<file path="src/rtl/acc_cpu_pkg.sv">
`default_nettype none

package acc_cpu_pkg;

    localparam int MEM_WORDS_DEF = 256;
    localparam int WORD_W        = 32;
    localparam int PC_W          = 8;
    localparam int LEN_W         = 9;
    localparam int CMD_W         = 4;
    localparam int QUEUE_DEPTH   = 2;
    localparam int QPTR_W        = $clog2(QUEUE_DEPTH);
    localparam int QCNT_W        = $clog2(QUEUE_DEPTH + 1);

    localparam logic [LEN_W-1:0] PROG_LEN_RESET = 9'd256;
    localparam int SIGN_BIT = WORD_W - 1;

    localparam logic [CMD_W-1:0] CMD_DEC = 4'd0;
    localparam logic [CMD_W-1:0] CMD_LDA = 4'd1;
    localparam logic [CMD_W-1:0] CMD_LDB = 4'd2;
    localparam logic [CMD_W-1:0] CMD_LDI = 4'd3;
    localparam logic [CMD_W-1:0] CMD_ST  = 4'd4;
    localparam logic [CMD_W-1:0] CMD_XCH = 4'd5;
    localparam logic [CMD_W-1:0] CMD_JMP = 4'd6;
    localparam logic [CMD_W-1:0] CMD_JZS = 4'd7;
    localparam logic [CMD_W-1:0] CMD_JVS = 4'd8;
    localparam logic [CMD_W-1:0] CMD_ADD = 4'd9;
    localparam logic [CMD_W-1:0] CMD_HLT = 4'd10;

    typedef enum logic [3:0] {
        OP_DEC,
        OP_LDA,
        OP_LDB,
        OP_LDI,
        OP_ST,
        OP_XCH,
        OP_JMP,
        OP_JZS,
        OP_JVS,
        OP_ADD,
        OP_HLT,
        OP_NOP
    } t_op_kind;

    // One classified instruction as it travels from the front to the back.
    typedef struct packed {
        t_op_kind            op;
        logic [PC_W-1:0]     addr;        // memory address, already reduced
        logic [PC_W-1:0]     target;      // raw jump target
        logic                tgt_in_mem;  // jump target lies inside memory
        logic [WORD_W-1:0]   imm;
    } t_inst;

endpackage

`default_nettype wire

</file>
<file path="src/rtl/acc_cpu_queue.sv">
`default_nettype none

module acc_cpu_queue (
    input  wire logic                i_clk,
    input  wire logic                i_rst_n,
    input  wire logic                i_push,
    input  wire acc_cpu_pkg::t_inst  i_push_inst,
    output logic                     o_full,
    input  wire logic                i_pop,
    output logic                     o_head_valid,
    output acc_cpu_pkg::t_inst       o_head_inst
);

    acc_cpu_pkg::t_inst                 r_slot [acc_cpu_pkg::QUEUE_DEPTH];
    logic [acc_cpu_pkg::QPTR_W-1:0]     r_wr_ptr;
    logic [acc_cpu_pkg::QPTR_W-1:0]     r_rd_ptr;
    logic [acc_cpu_pkg::QCNT_W-1:0]     r_count;

    localparam logic [acc_cpu_pkg::QCNT_W-1:0] FULL_COUNT =
        acc_cpu_pkg::QCNT_W'(acc_cpu_pkg::QUEUE_DEPTH);
    localparam logic [acc_cpu_pkg::QPTR_W-1:0] LAST_PTR =
        acc_cpu_pkg::QPTR_W'(acc_cpu_pkg::QUEUE_DEPTH - 1);

    assign o_full       = (r_count == FULL_COUNT);
    assign o_head_valid = (r_count != '0);
    assign o_head_inst  = r_slot[r_rd_ptr];

    always_ff @(posedge i_clk) begin
        if (i_push) begin
            r_slot[r_wr_ptr] <= i_push_inst;
        end
    end

    always_ff @(posedge i_clk) begin
        if (!i_rst_n) begin
            r_wr_ptr <= '0;
            r_rd_ptr <= '0;
            r_count  <= '0;
        end else begin
            if (i_push) begin
                r_wr_ptr <= (r_wr_ptr == LAST_PTR) ? '0 : r_wr_ptr + 1'b1;
            end
            if (i_pop) begin
                r_rd_ptr <= (r_rd_ptr == LAST_PTR) ? '0 : r_rd_ptr + 1'b1;
            end
            if (i_push && !i_pop) begin
                r_count <= r_count + 1'b1;
            end else if (i_pop && !i_push) begin
                r_count <= r_count - 1'b1;
            end
        end
    end

endmodule

`default_nettype wire

</file>
<file path="config.mk">
export PLATFORM = sky130hd
export DESIGN_NAME = acc_cpu_queue
export DESIGN_NICKNAME = d
export VERILOG_FILES = /design/src/rtl/acc_cpu_pkg.sv /design/src/rtl/acc_cpu_queue.sv
export SDC_FILE = /design/constraint.sdc
export NUM_CORES = 1
export LEC_CHECK = 0
export ABC_AREA = 1
export BUFFER_PORTS_ARGS = -buffer_cell sky130_fd_sc_hd__buf_2
export CAP_MARGIN = 10
export CORE_AREA = 2 2 87 105
export CTS_BUF_LIST = sky130_fd_sc_hd__clkbuf_16
export CTS_CLUSTER_DIAMETER = 100
export DETAILED_ROUTE_END_ITERATION = 10
export DIE_AREA = 0 0 89 107
export GPL_ROUTABILITY_DRIVEN = 0
export PLACE_DENSITY = 0.77
export SLEW_MARGIN = 15
export SYNTH_ARGS = -nofsm -noshare
export SYNTH_HDL_FRONTEND = slang
export SYNTH_SLANG_ARGS = --single-unit
</file>
<file path="constraint.sdc">
create_clock -name i_clk -period 3.5 [get_ports i_clk]
set_input_delay 0 -clock i_clk [delete_from_list [all_inputs] [get_ports i_clk]]
set_output_delay 0 -clock i_clk [all_outputs]
set_load 0.05 [all_outputs]
</file>
==> results_tabular.tex, run 1 <==
\begin{tabular}{lr}
\hline
Metric & Value \\
\hline
\multicolumn{2}{l}{\textbf{Setup path}} \\
\quad Arrival time worst endpoint & 1980 ps \\
\quad Reg2reg path depth & 5 \\
\quad Startpoint Class & flop \\
\quad WP data required & approximately 3500 ps \\
\quad Largest fanout on the critical path & 53 \\
\quad Setup slack, reg-to-reg & 1670 ps \\
\quad Start-to-end type of the worst setup path & flop to output port \\
\quad Type of destination of the critical path & output port \\
\multicolumn{2}{l}{\textbf{GRT}} \\
\quad All-layer global routing usage & between 15 and 20\% \\
\quad First-pass GRT wire length & between 10,000 and 15,000 µm \\
\quad Vias in the first global route & between 2k and 2.5k \\
\quad Met3 routing resource usage after global routing & a little over 3\% \\
\quad Total gr overflow & 0 \\
\quad Met2 Usage GRT & between 20\% and 30\% \\
\quad Pin count of the biggest net entering global routing & 54 \\
\quad Initial antenna violation count & 0 \\
\quad Met1 capacity usage during global routing & between 10\% and 20\% \\
\quad Most used routing layer & met2 \\
\multicolumn{2}{l}{\textbf{Logic synthesis}} \\
\quad Number of unique standard cell types used by synthesis & 14 \\
\quad Average cell area after synthesis & between 20 and 25 µm² \\
\quad Post-Syn Instances & 200 \\
\quad Number of synthesized register bits & approximately 110 \\
\quad Combined area of all synthesized cells & approximately 4300 µm² \\
\quad Synth Net Count & roughly 260 \\
\quad Seq/Total Area, Yosys & 76.2\% \\
\quad Yosys warning count & 0 \\
\multicolumn{2}{l}{\textbf{Clock tree}} \\
\quad Number of levels the H-tree was split into & 3 \\
\quad CTS Buf Count & 9 \\
\quad CTS Root Buffer Type & clkbuf\_16 \\
\quad Clock slew seen by the registers of the worst setup and hold paths & roughly 60 ps \\
\quad Clock tree from TritonCTS & built \\
\quad Max clock buf depth & 2 \\
\quad Post-cts resize count & 0 \\
\quad Clock net sink count & $\sim$110 \\
\quad Worst-skew pair later-pin latency & approximately 340 ps \\
\multicolumn{2}{l}{\textbf{Final layout}} \\
\quad Area of the multi-input gates & 890 µm² \\
\quad Post-layout nets & 432 \\
\quad Register area & $\sim$3300 µm² \\
\quad Number of inserted filler cells in the final layout & 610 \\
\quad Area of all placed cells without fillers & approximately 5800 µm² \\
\quad Fraction of layout cells with a size suffix above 1 & between 40\% and 50\% \\
\quad Count of inserted antenna diode cells & 0 \\
\quad Layout Cells excl Fill & 496 \\
\quad Relative area change from synthesis to final layout & 33.9\% \\
\quad Final Core Density & 67.7\% \\
\multicolumn{2}{l}{\textbf{Die}} \\
\quad Initial cell density of the core & between 50\% and 60\% \\
\quad Placement Rows & 37 \\
\quad Core area & between 8000 and 9000 µm² \\
\quad I/O pin cnt & $\sim$110 \\
\quad Die footprint & between 9000 and 10,000 µm² \\
\quad Die X-Extent & between 80 and 90 µm \\
\quad DIE HEIGHT & between 100 and 150 µm \\
\multicolumn{2}{l}{\textbf{Run}} \\
\quad Max Cap Viol & 0 \\
\multicolumn{2}{l}{\textbf{Drt}} \\
\quad Antenna Nets Post-Route & 0 \\
\quad \# DRC & 0 \\
\quad Average routed wire per standard cell & approximately 15 µm \\
\quad Initial drt markers & 90 \\
\quad TritonRoute pass-1 iters & 4 \\
\quad Drt total wl & 7440 µm \\
\quad Via Count & approximately 2.3k \\
\quad Per-cell via count in the routed design & about 4.7 \\
\multicolumn{2}{l}{\textbf{Timing}} \\
\quad Slew Limit Fails & 0 \\
\quad Final setup violation count & 0 \\
\quad Worst clock skew & roughly 4.1 ps \\
\quad Unrepaired setup endpoints after global routing & false \\
\quad Setup tns final & 0 ps \\
\quad Max Clock Freq & just over 500 MHz \\
\quad Hold violation total from the final report & 0 \\
\quad Worst slew margin & about 36\% \\
\quad Least-Margin Pin Slew & 957 ps \\
\quad Post-route fraction of the period consumed by the critical path & between 50\% and 60\% \\
\quad Hold WS & 79.7 ps \\
\quad Final min period & slightly below 2000 ps \\
\multicolumn{2}{l}{\textbf{Placed design}} \\
\quad Total placed cells including tap cells & $\sim$420 \\
\quad Cell area after placement & roughly 5000 µm² \\
\quad Count of buffers inserted at the top-level ports & 111 \\
\quad Post-detailed-placement half-perimeter wirelength & 4380 µm \\
\multicolumn{2}{l}{\textbf{Pwr}} \\
\quad PwrDens & around 530 nW/µm² \\
\quad Leak pwr & between 2 and 2.5 nW \\
\quad Worst vdd ir & between 300 and 400 µV \\
\multicolumn{2}{l}{\textbf{Outcome}} \\
\quad Run status & complete, no violations \\
\multicolumn{2}{l}{\textbf{Worst hold path}} \\
\quad Cell depth of the worst min-delay path & 3 \\
\quad Path class of the lowest-slack min-delay path & input pin to flop \\
\hline
\end{tabular}
worst max-delay path, stage by stage (launching register included):
cell     delay, ps
dfxtp_4        980
mux2_2         420
buf_2          210
synthesized netlist by cell type:
library cell,n,area share (%)
edfxtp_1,106,74
nand3_1,1,0.12
a21oi_1,1,0.12
mux2_2,3,0.78
inv_1,8,0.70
nand4_1,1,0.15
nor2_1,8,0.70
buf_6,1,0.26
o21ai_0,1,0.12
mux2_4,50,17
buf_12,5,2.3
dfxtp_1,5,2.3
nand2_1,9,0.78
ha_1,1,0.29
per-stage QoR:
stage / worst slack (ps) / total power [mW]
after floorplan: 493 / 1.97
after global placement: 1760 / 2.06
after detailed placement: 1720 / 2.07
after CTS: 1480 / 3.06
after global routing: 1440 / 3.14
final: 1520 / 3.04
layout by cell type, fill, tap and decap left out:
cell type      count
mux2_2             3
bufinv_16          1
a21oi_1            1
edfxtp_1         106
nor2_4             1
mux2_4            50
dlygate4sd3_1     57
inv_1             12
nand4_1            1
nand3_1            1
buf_4              1
buf_2            111
ha_1               1
dfxtp_1            4
nand2_1            9
clkbuf_16          9
clkinv_2           2
o21ai_0            1
nor2_1             7
dfxtp_4            1
final timing paths:
| kind | start | to |
|---|---|---|
| setup reg to reg | r_wr_ptr$_SDFFE_PN0P_ | r_wr_ptr$_SDFFE_PN0P_ |
| setup / recovery | flop | o_head_inst[32] |
| hold reg to reg | r_rd_ptr$_SDFFE_PN0P_ | r_rd_ptr$_SDFFE_PN0P_ |
| hold / removal | i_push | r_count[0]$_SDFFE_PN0P_ |
report_power, final:
group          internal [mW]  switching, mW  total, mW
clock network          0.540          0.406      0.946
registers               1.54         0.0421       1.58
logic                  0.197          0.315      0.512
per-layer routing:
metal,wire length (µm),vias up
met5,0,-
met4,241,0
met3,343,16
met2,4070,76
met1,2790,1126
li1,-,1110
area by class of cell:
cell class                 instances  share of cell area, %
clock buffer                       9                   3.91
clock inverter                     7                  0.933
inverter                           8                  0.542
multi-input combinational         75                   15.4
sequential                       111                   57.0
tap                              117                   2.54
timing repair buffer             169                   19.7
cells by family after synthesis:
group,count (synthesis),share of synthesized area (%)
adder cells (fa/ha/maj),1,0.290
AND/OR/NAND/NOR,19,1.74
buffers and inverters,14,3.28
multiplexers,53,18.2
flip-flops,111,76.2
AO/OA/AOI/OAI,2,0.232
flip-flops by register name, indices dropped and copies added, names as in the netlist, named ones only:
register and count:
r_slot 106, r_count 2, r_rd_ptr 1, r_wr_ptr 1
repair_timing:
action	in CTS	in global routing
hold endpoints to repair	111	0
hold buffers	57	0
setup buffers	0	0
Note: power is estimated with default switching activity, not from simulation.
==> inputs of run 2 (changes only) <==
- clock period: 3.5 -> 2 ns (I/O delays scaled with it)
==> run 2 against run 1 <==
  * Final cell count is 1.0% higher
  * Worst setup slack worse by 1400 ps
  * Sequential share of layout area is 0.90 points lower
  * Hold slack better by 22 ps
  * First-iteration DRC count is 17% higher
  * Non-clock buffer count is 5 higher
  * Global-route usage is 0.99 points higher
  * Combinational power is 84% higher
  * Critical path type is now flop to flop
  * Critical endpoint is now r_wr_ptr$_SDFFE_PN0P_
==> results_tabular.tex, run 2 (same netlist as run 1, synthesis figures left out) <==
\begin{tabular}{lr}
\hline
Metric & Value \\
\hline
\multicolumn{2}{l}{\textbf{Timing}} \\
\quad Unrepaired setup endpoints after global routing & false \\
\quad Worst clock skew & 6.98 ps (+2.92 ps) \\
\quad Least-Margin Pin Slew & 361 ps (-596 ps) \\
\quad Hold violation total from the final report & 0 (unchanged) \\
\quad Worst slew margin & 75.9\% (+40 points) \\
\quad Post-route fraction of the period consumed by the critical path & around nine tenths \\
\quad Setup tns final & 0 ps (unchanged) \\
\quad Slew Limit Fails & 0 (unchanged) \\
\quad Max Clock Freq & 545 MHz \\
\quad Final setup violation count & 0 (unchanged) \\
\quad Final worst setup slack & 166 ps (-1360 ps) \\
\quad Final min period & $\sim$1800 ps \\
\multicolumn{2}{l}{\textbf{Drt}} \\
\quad Top routing layer used & met4 \\
\quad Initial drt markers & 105 (+17\%) \\
\quad Drt total wl & 7670 µm (+3.0\%) \\
\quad Antenna Nets Post-Route & 0 (unchanged) \\
\quad Via Count & 2,380 (+2.2\%) \\
\quad TritonRoute pass-1 iters & 4 (unchanged) \\
\quad Average routed wire per standard cell & 15.3 µm (+2.0\%) \\
\quad Per-cell via count in the routed design & 4.75 (+1.2\%) \\
\quad Amount of wire on met3 after detailed routing & 270 µm (-21\%) \\
\quad \# DRC & 0 (unchanged) \\
\quad Detail Route met2 WL & 4210 µm (+3.5\%) \\
\quad Detailed-routing wirelength on met1 & 3020 µm (+8.1\%) \\
\multicolumn{2}{l}{\textbf{GRT}} \\
\quad All-layer global routing usage & 16.9\% (+0.99 points) \\
\quad Initial antenna violation count & 0 (unchanged) \\
\quad First-pass GRT wire length & 12,000 µm (+9.5\%) \\
\quad Pin count of the biggest net entering global routing & 54 (unchanged) \\
\quad Vias in the first global route & 2,567 (+8.5\%) \\
\quad Total gr overflow & 0 (unchanged) \\
\multicolumn{2}{l}{\textbf{Die}} \\
\quad Placement Rows & 37 (unchanged) \\
\quad Initial cell density of the core & 50.6\% (unchanged) \\
\quad Die footprint & 9520 µm² (unchanged) \\
\quad Core area & 8520 µm² (unchanged) \\
\quad I/O pin cnt & 112 (unchanged) \\
\quad DIE HEIGHT & 107 µm (unchanged) \\
\quad Die X-Extent & 89 µm (unchanged) \\
\multicolumn{2}{l}{\textbf{Clock tree}} \\
\quad CTS Hold Buffers Added & 57 (unchanged) \\
\quad Clock slew seen by the registers of the worst setup and hold paths & 70 ps (about the same) \\
\quad Number of levels the H-tree was split into & 3 (unchanged) \\
\quad Max clock buf depth & 2 (unchanged) \\
\quad Clock net sink count & 111 (unchanged) \\
\quad Post-CTS Setup Bufs & 0 (unchanged) \\
\quad Post-cts resize count & 0 (unchanged) \\
\quad Clock tree from TritonCTS & built \\
\quad CTS Root Buffer Type & clkbuf\_16 \\
\quad CTS Buf Count & 9 (unchanged) \\
\quad Worst-skew pair later-pin latency & 340 ps (about the same) \\
\multicolumn{2}{l}{\textbf{Final layout}} \\
\quad Registers with the most flip-flops & r\_slot (106), r\_count (2) \\
\quad Fraction of layout cells with a size suffix above 1 & 49.0\% (+1.7 points) \\
\quad Relative area change from synthesis to final layout & 36.1\% \\
\quad Number of inserted filler cells in the final layout & 594 (-2.6\%) \\
\quad Register with the most flip-flops & r\_slot \\
\quad Commonest non-fill, non-tap cells in the layout & 111 x buf\_2, 106 x edfxtp\_1, 57 x dlygate4sd3\_1 \\
\quad Most common cell after layout, fill and taps aside & buf\_2 \\
\quad Post-layout nets & 437 (+1.2\%) \\
\quad Count of inserted antenna diode cells & 0 (unchanged) \\
\quad Flip-flop count of the largest register after layout & 106 (unchanged) \\
\quad Final Core Density & 68.8\% (+1.1 points) \\
\multicolumn{2}{l}{\textbf{Setup path}} \\
\quad Setup slack, reg-to-reg & 170 ps (-1500 ps) \\
\quad Arrival time worst endpoint & 2050 ps (+70 ps) \\
\quad Reg-to-Reg End & r\_wr\_ptr\$\_SDFFE\_PN0P\_ \\
\quad Reg2reg path depth & 5 (unchanged) \\
\quad Largest fanout on the critical path & 3 (-94\%) \\
\quad Start-to-end type of the worst setup path & flop to flop \\
\quad Startpoint Class & flop \\
\quad Critical register-to-register path startpoint & r\_wr\_ptr\$\_SDFFE\_PN0P\_ \\
\quad WP data required & 2220 ps (-1280 ps) \\
\quad Type of destination of the critical path & flop \\
\multicolumn{2}{l}{\textbf{Placed design}} \\
\quad Pre-CTS setup slack & 586 ps (-1130 ps) \\
\quad Count of buffers inserted at the top-level ports & 111 (unchanged) \\
\quad Post-detailed-placement half-perimeter wirelength & 4680 µm (+6.9\%) \\
\multicolumn{2}{l}{\textbf{Worst hold path}} \\
\quad Cell depth of the worst min-delay path & 3 (unchanged) \\
\quad WHS Endpoint & r\_count[0]\$\_SDFFE\_PN0P\_ \\
\quad Start point of the worst min-delay path & i\_push \\
\quad Path class of the lowest-slack min-delay path & input pin to flop \\
\multicolumn{2}{l}{\textbf{Pwr}} \\
\quad Worst vdd ir & 739 µV (+90\%) \\
\quad PwrDens & 925 nW/µm² (+76\%) \\
\quad Leak pwr & 2.39 nW (+1.2\%) \\
\multicolumn{2}{l}{\textbf{Outcome}} \\
\quad Run status & complete, no violations \\
\multicolumn{2}{l}{\textbf{Run}} \\
\quad Max Cap Viol & 0 (unchanged) \\
\hline
\end{tabular}
run 2: changes by cell type in the layout (fill, tap and decap cells not counted), sizes merged:
cell / previous run / this run
buf: 112 / 117
inv: 12 / 10
clkinv: 2 / 3
clkinvlp: 0 / 1
run 2: cell type report:
class	count	area, µm²	share of cell area (%)
Timing Repair Buffer	174	1210	20.6
Tap cell	117	146	2.50
Clock buffer	9	225	3.84
Clock inverter	7	72.6	1.24
Sequential cell	111	3290	56.1
Inverter	8	30.0	0.512
Multi-Input combinational cell	75	890	15.2
run 2: stage by stage:
stage	instance area [µm²]	std cells	power, mW	hold slack (ps)
floorplan	4310	200	3.45	98.9
global placement	4990	428	3.62	187
detailed placement	4990	428	3.64	191
CTS	5860	501	5.46	73.0
global route	5860	501	5.60	118
finish	5860	501	5.42	102
run 2: worst max-delay path, cell delays in order (launching register included):
cell	delay, ps
dfxtp_1	390
nand2_1	120
nand2_1	80
dlygate4sd3_1	550
nor2_1	40
dlygate4sd3_1	540
run 2: report_power, final:
part           internal (mW)  leakage [nW]  switching (mW)
Clock                  0.973         0.147           0.767
Sequential              2.68          1.04          0.0502
Combinational          0.360          1.20           0.583
run 2: how the worst max path moves through the flow:
stage	from	endpoint	slack [ps]
after floorplan	r_wr_ptr$_SDFFE_PN0P_	r_slot[1][0]$_DFFE_PP_	100
after global placement	flop	o_head_inst[2]	600
after detailed placement	flop	o_head_inst[39]	590
after CTS	r_wr_ptr$_SDFFE_PN0P_	r_wr_ptr$_SDFFE_PN0P_	210
after global routing	r_wr_ptr$_SDFFE_PN0P_	r_wr_ptr$_SDFFE_PN0P_	60
final	r_wr_ptr$_SDFFE_PN0P_	r_wr_ptr$_SDFFE_PN0P_	170
run 2: per-layer routing:
| layer | up-vias | GRT usage [%] |
|---|---|---|
| li1 | 1125 | - |
| met1 | 1170 | 18.8 |
| met2 | 71 | 30.2 |
| met3 | 14 | 3.62 |
| met4 | 0 | 8.32 |
| met5 | - | 0 |
==> inputs of run 3 (changes only) <==
- RECOVER_POWER: unset -> 25
==> run 3 against run 2 <==
  * Sequential share of layout area grew 0.24 points
  * Clock power hardly changed
  * Non-clock buffer count unchanged
  * Utilization fell by 0.29 points
  * Largest power group unchanged
  * Critical endpoint unchanged
  * Fmax is 0.17% higher
  * Largest cell class unchanged
  * Die area unchanged
  * Worst setup slack better by 3.1 ps
==> results_tabular.tex, run 3 (same netlist as run 1, synthesis figures left out) <==
\begin{tabular}{lr}
\hline
Metric & Value \\
\hline
\multicolumn{2}{l}{\textbf{Outcome}} \\
\quad Run status & complete, no violations \\
\multicolumn{2}{l}{\textbf{Timing}} \\
\quad Slew Limit Fails & 0 (unchanged) \\
\quad Worst clock skew & 7.50 ps (+0.517 ps) \\
\quad Final min period & 1830 ps (-3.06 ps) \\
\quad Setup tns final & 0 ps (unchanged) \\
\quad Unrepaired setup endpoints after global routing & false \\
\quad Hold violation total from the final report & 0 (unchanged) \\
\quad Max Clock Freq & 546 MHz (+0.17\%) \\
\quad Least-Margin Pin Slew & 361 ps (+0.0675 ps) \\
\quad Final setup violation count & 0 (unchanged) \\
\quad Post-route fraction of the period consumed by the critical path & 91.5\% (-0.15 points) \\
\quad Worst slew margin & 75.9\% (about the same) \\
\multicolumn{2}{l}{\textbf{Final layout}} \\
\quad Area of all placed cells without fillers & 5830 µm² (-0.43\%) \\
\quad Flip-flop count of the largest register after layout & 106 (unchanged) \\
\quad Post-layout nets & 437 (unchanged) \\
\quad Layout Cells excl Fill & 501 (unchanged) \\
\quad Most common cell after layout, fill and taps aside & edfxtp\_1 \\
\quad Registers with the most flip-flops & r\_slot (106), r\_count (2) \\
\quad Count of inserted antenna diode cells & 0 (unchanged) \\
\quad Commonest non-fill, non-tap cells in the layout & 106 x edfxtp\_1, 90 x buf\_2, 57 x dlygate4sd3\_1 \\
\quad Register with the most flip-flops & r\_slot \\
\quad Final Core Density & 68.5\% (-0.29 points) \\
\quad Relative area change from synthesis to final layout & 35.5\% \\
\quad Fraction of layout cells with a size suffix above 1 & 43.8\% (-5.2 points) \\
\multicolumn{2}{l}{\textbf{Drt}} \\
\quad Antenna Nets Post-Route & 0 (unchanged) \\
\quad \# DRC & 0 (unchanged) \\
\quad Average routed wire per standard cell & 15.3 µm (-0.13\%) \\
\quad Initial drt markers & 102 (-2.9\%) \\
\quad TritonRoute pass-1 iters & 4 (unchanged) \\
\quad Per-cell via count in the routed design & 4.77 (+0.38\%) \\
\quad Drt total wl & 7660 µm (-0.13\%) \\
\quad Via Count & 2,389 (+0.38\%) \\
\multicolumn{2}{l}{\textbf{Die}} \\
\quad Die footprint & 9520 µm² (unchanged) \\
\quad I/O pin cnt & 112 (unchanged) \\
\quad Die X-Extent & 89 µm (unchanged) \\
\quad Core area & 8520 µm² (unchanged) \\
\quad Placement Rows & 37 (unchanged) \\
\quad Initial cell density of the core & 50.6\% (unchanged) \\
\quad DIE HEIGHT & 107 µm (unchanged) \\
\multicolumn{2}{l}{\textbf{GRT}} \\
\quad Vias in the first global route & 2,567 (unchanged) \\
\quad Met2 Usage GRT & 30.2\% (unchanged) \\
\quad Met1 capacity usage during global routing & 18.8\% (unchanged) \\
\quad First-pass GRT wire length & 12,000 µm (unchanged) \\
\quad Initial antenna violation count & 0 (unchanged) \\
\quad Pin count of the biggest net entering global routing & 54 (unchanged) \\
\quad Most used routing layer & met2 \\
\quad Total gr overflow & 0 (unchanged) \\
\quad Met3 routing resource usage after global routing & 3.62\% (unchanged) \\
\quad All-layer global routing usage & 16.9\% (unchanged) \\
\multicolumn{2}{l}{\textbf{Setup path}} \\
\quad Library cell contributing the largest single delay on the critical path & dlygate4sd3\_1 \\
\quad Start-to-end type of the worst setup path & flop to flop \\
\quad Arrival time worst endpoint & 2050 ps (about the same) \\
\quad Startpoint Class & flop \\
\quad Gate family responsible for the most delay along the worst path & buffers and inverters \\
\quad Type of destination of the critical path & flop \\
\quad WP data required & 2220 ps (about the same) \\
\quad Largest fanout on the critical path & 3 (unchanged) \\
\quad Crit-path cells & nand2\_1 > nand2\_1 > dlygate4sd3\_1 > nor2\_1 > dlygate4sd3\_1 \\
\quad Count of buffering cells on the critical path with inverters included & 2 (unchanged) \\
\quad Delay of the slowest critical-path stage & 550 ps (about the same) \\
\multicolumn{2}{l}{\textbf{Placed design}} \\
\quad Count of buffers inserted at the top-level ports & 111 (unchanged) \\
\quad Post-detailed-placement half-perimeter wirelength & 4680 µm (unchanged) \\
\quad Cell area after placement & 4990 µm² (unchanged) \\
\quad Total placed cells including tap cells & 428 (unchanged) \\
\multicolumn{2}{l}{\textbf{Worst hold path}} \\
\quad Path class of the lowest-slack min-delay path & input pin to flop \\
\multicolumn{2}{l}{\textbf{Pwr}} \\
\quad Worst vdd ir & 738 µV (-0.18\%) \\
\quad Leak pwr & 2.33 nW (-2.3\%) \\
\quad PwrDens & 928 nW/µm² (+0.32\%) \\
\multicolumn{2}{l}{\textbf{Clock tree}} \\
\quad Number of levels the H-tree was split into & 3 (unchanged) \\
\quad CTS Hold Buffers Added & 57 (unchanged) \\
\quad Worst-skew pair later-pin latency & 340 ps (about the same) \\
\quad CTS Root Buffer Type & clkbuf\_16 \\
\quad Post-CTS Setup Bufs & 0 (unchanged) \\
\quad Clock tree from TritonCTS & built \\
\quad Post-cts resize count & 0 (unchanged) \\
\quad Max clock buf depth & 2 (unchanged) \\
\quad Clock slew seen by the registers of the worst setup and hold paths & 70 ps (about the same) \\
\quad CTS Buf Count & 9 (unchanged) \\
\quad Clock net sink count & 111 (unchanged) \\
\multicolumn{2}{l}{\textbf{Run}} \\
\quad Max Cap Viol & 0 (unchanged) \\
\hline
\end{tabular}
-- run 3: report_power, final --
part | switching, mW | internal [mW] | leakage, nW
registers | 0.0498 | 2.68 | 1.04
logic | 0.584 | 0.355 | 1.15
clock network | 0.767 | 0.973 | 0.147
-- run 3: cell type report --
type	instances	area, µm²
Inverter	8	30.0
Clock buffer	9	225
Clock inverter	7	72.6
Fill cell	607	2680
Timing Repair Buffer	174	1180
Tap cell	117	146
Multi-Input combinational cell	75	890
Sequential cell	111	3290
-- run 3: metal layers --
metal / vias up / part of all wire (%)
met3: 16 / 3.6
met4: 0 / 2.4
li1: 1126 / -
met5: - / 0
met2: 75 / 55
met1: 1172 / 39
-- run 3: per-stage QoR --
| step | power [mW] | setup slack (ps) | hold WS, ps |
|---|---|---|---|
| 3_5_place_dp | 3.64 | 586 | 191 |
| 6_report | 5.41 | 169 | 103 |
| 3_3_place_gp | 3.62 | 605 | 187 |
| 5_1_grt | 5.60 | 64.4 | 118 |
| 2_1_floorplan | 3.45 | 96.7 | 98.9 |
| 4_1_cts | 5.46 | 208 | 73.0 |
-- run 3: final timing paths --
check	start	endpoint	slack [ps]	cells after the start
max	r_wr_ptr$_SDFFE_PN0P_	r_wr_ptr$_SDFFE_PN0P_	170	5
min	i_push	r_count[0]$_SDFFE_PN0P_	100	3
max reg2reg	r_wr_ptr$_SDFFE_PN0P_	r_wr_ptr$_SDFFE_PN0P_	170	5
min reg2reg	r_rd_ptr$_SDFFE_PN0P_	r_rd_ptr$_SDFFE_PN0P_	500	2
-- run 3: tightest hold or removal path, delay by kind of cell --
| kind | cells | cell delay [ps] |
|---|---|---|
| adder cells (fa/ha/maj) | 1 | 180 |
| buffers and inverters | 1 | 120 |
| AO/OA/AOI/OAI | 1 | 90 |
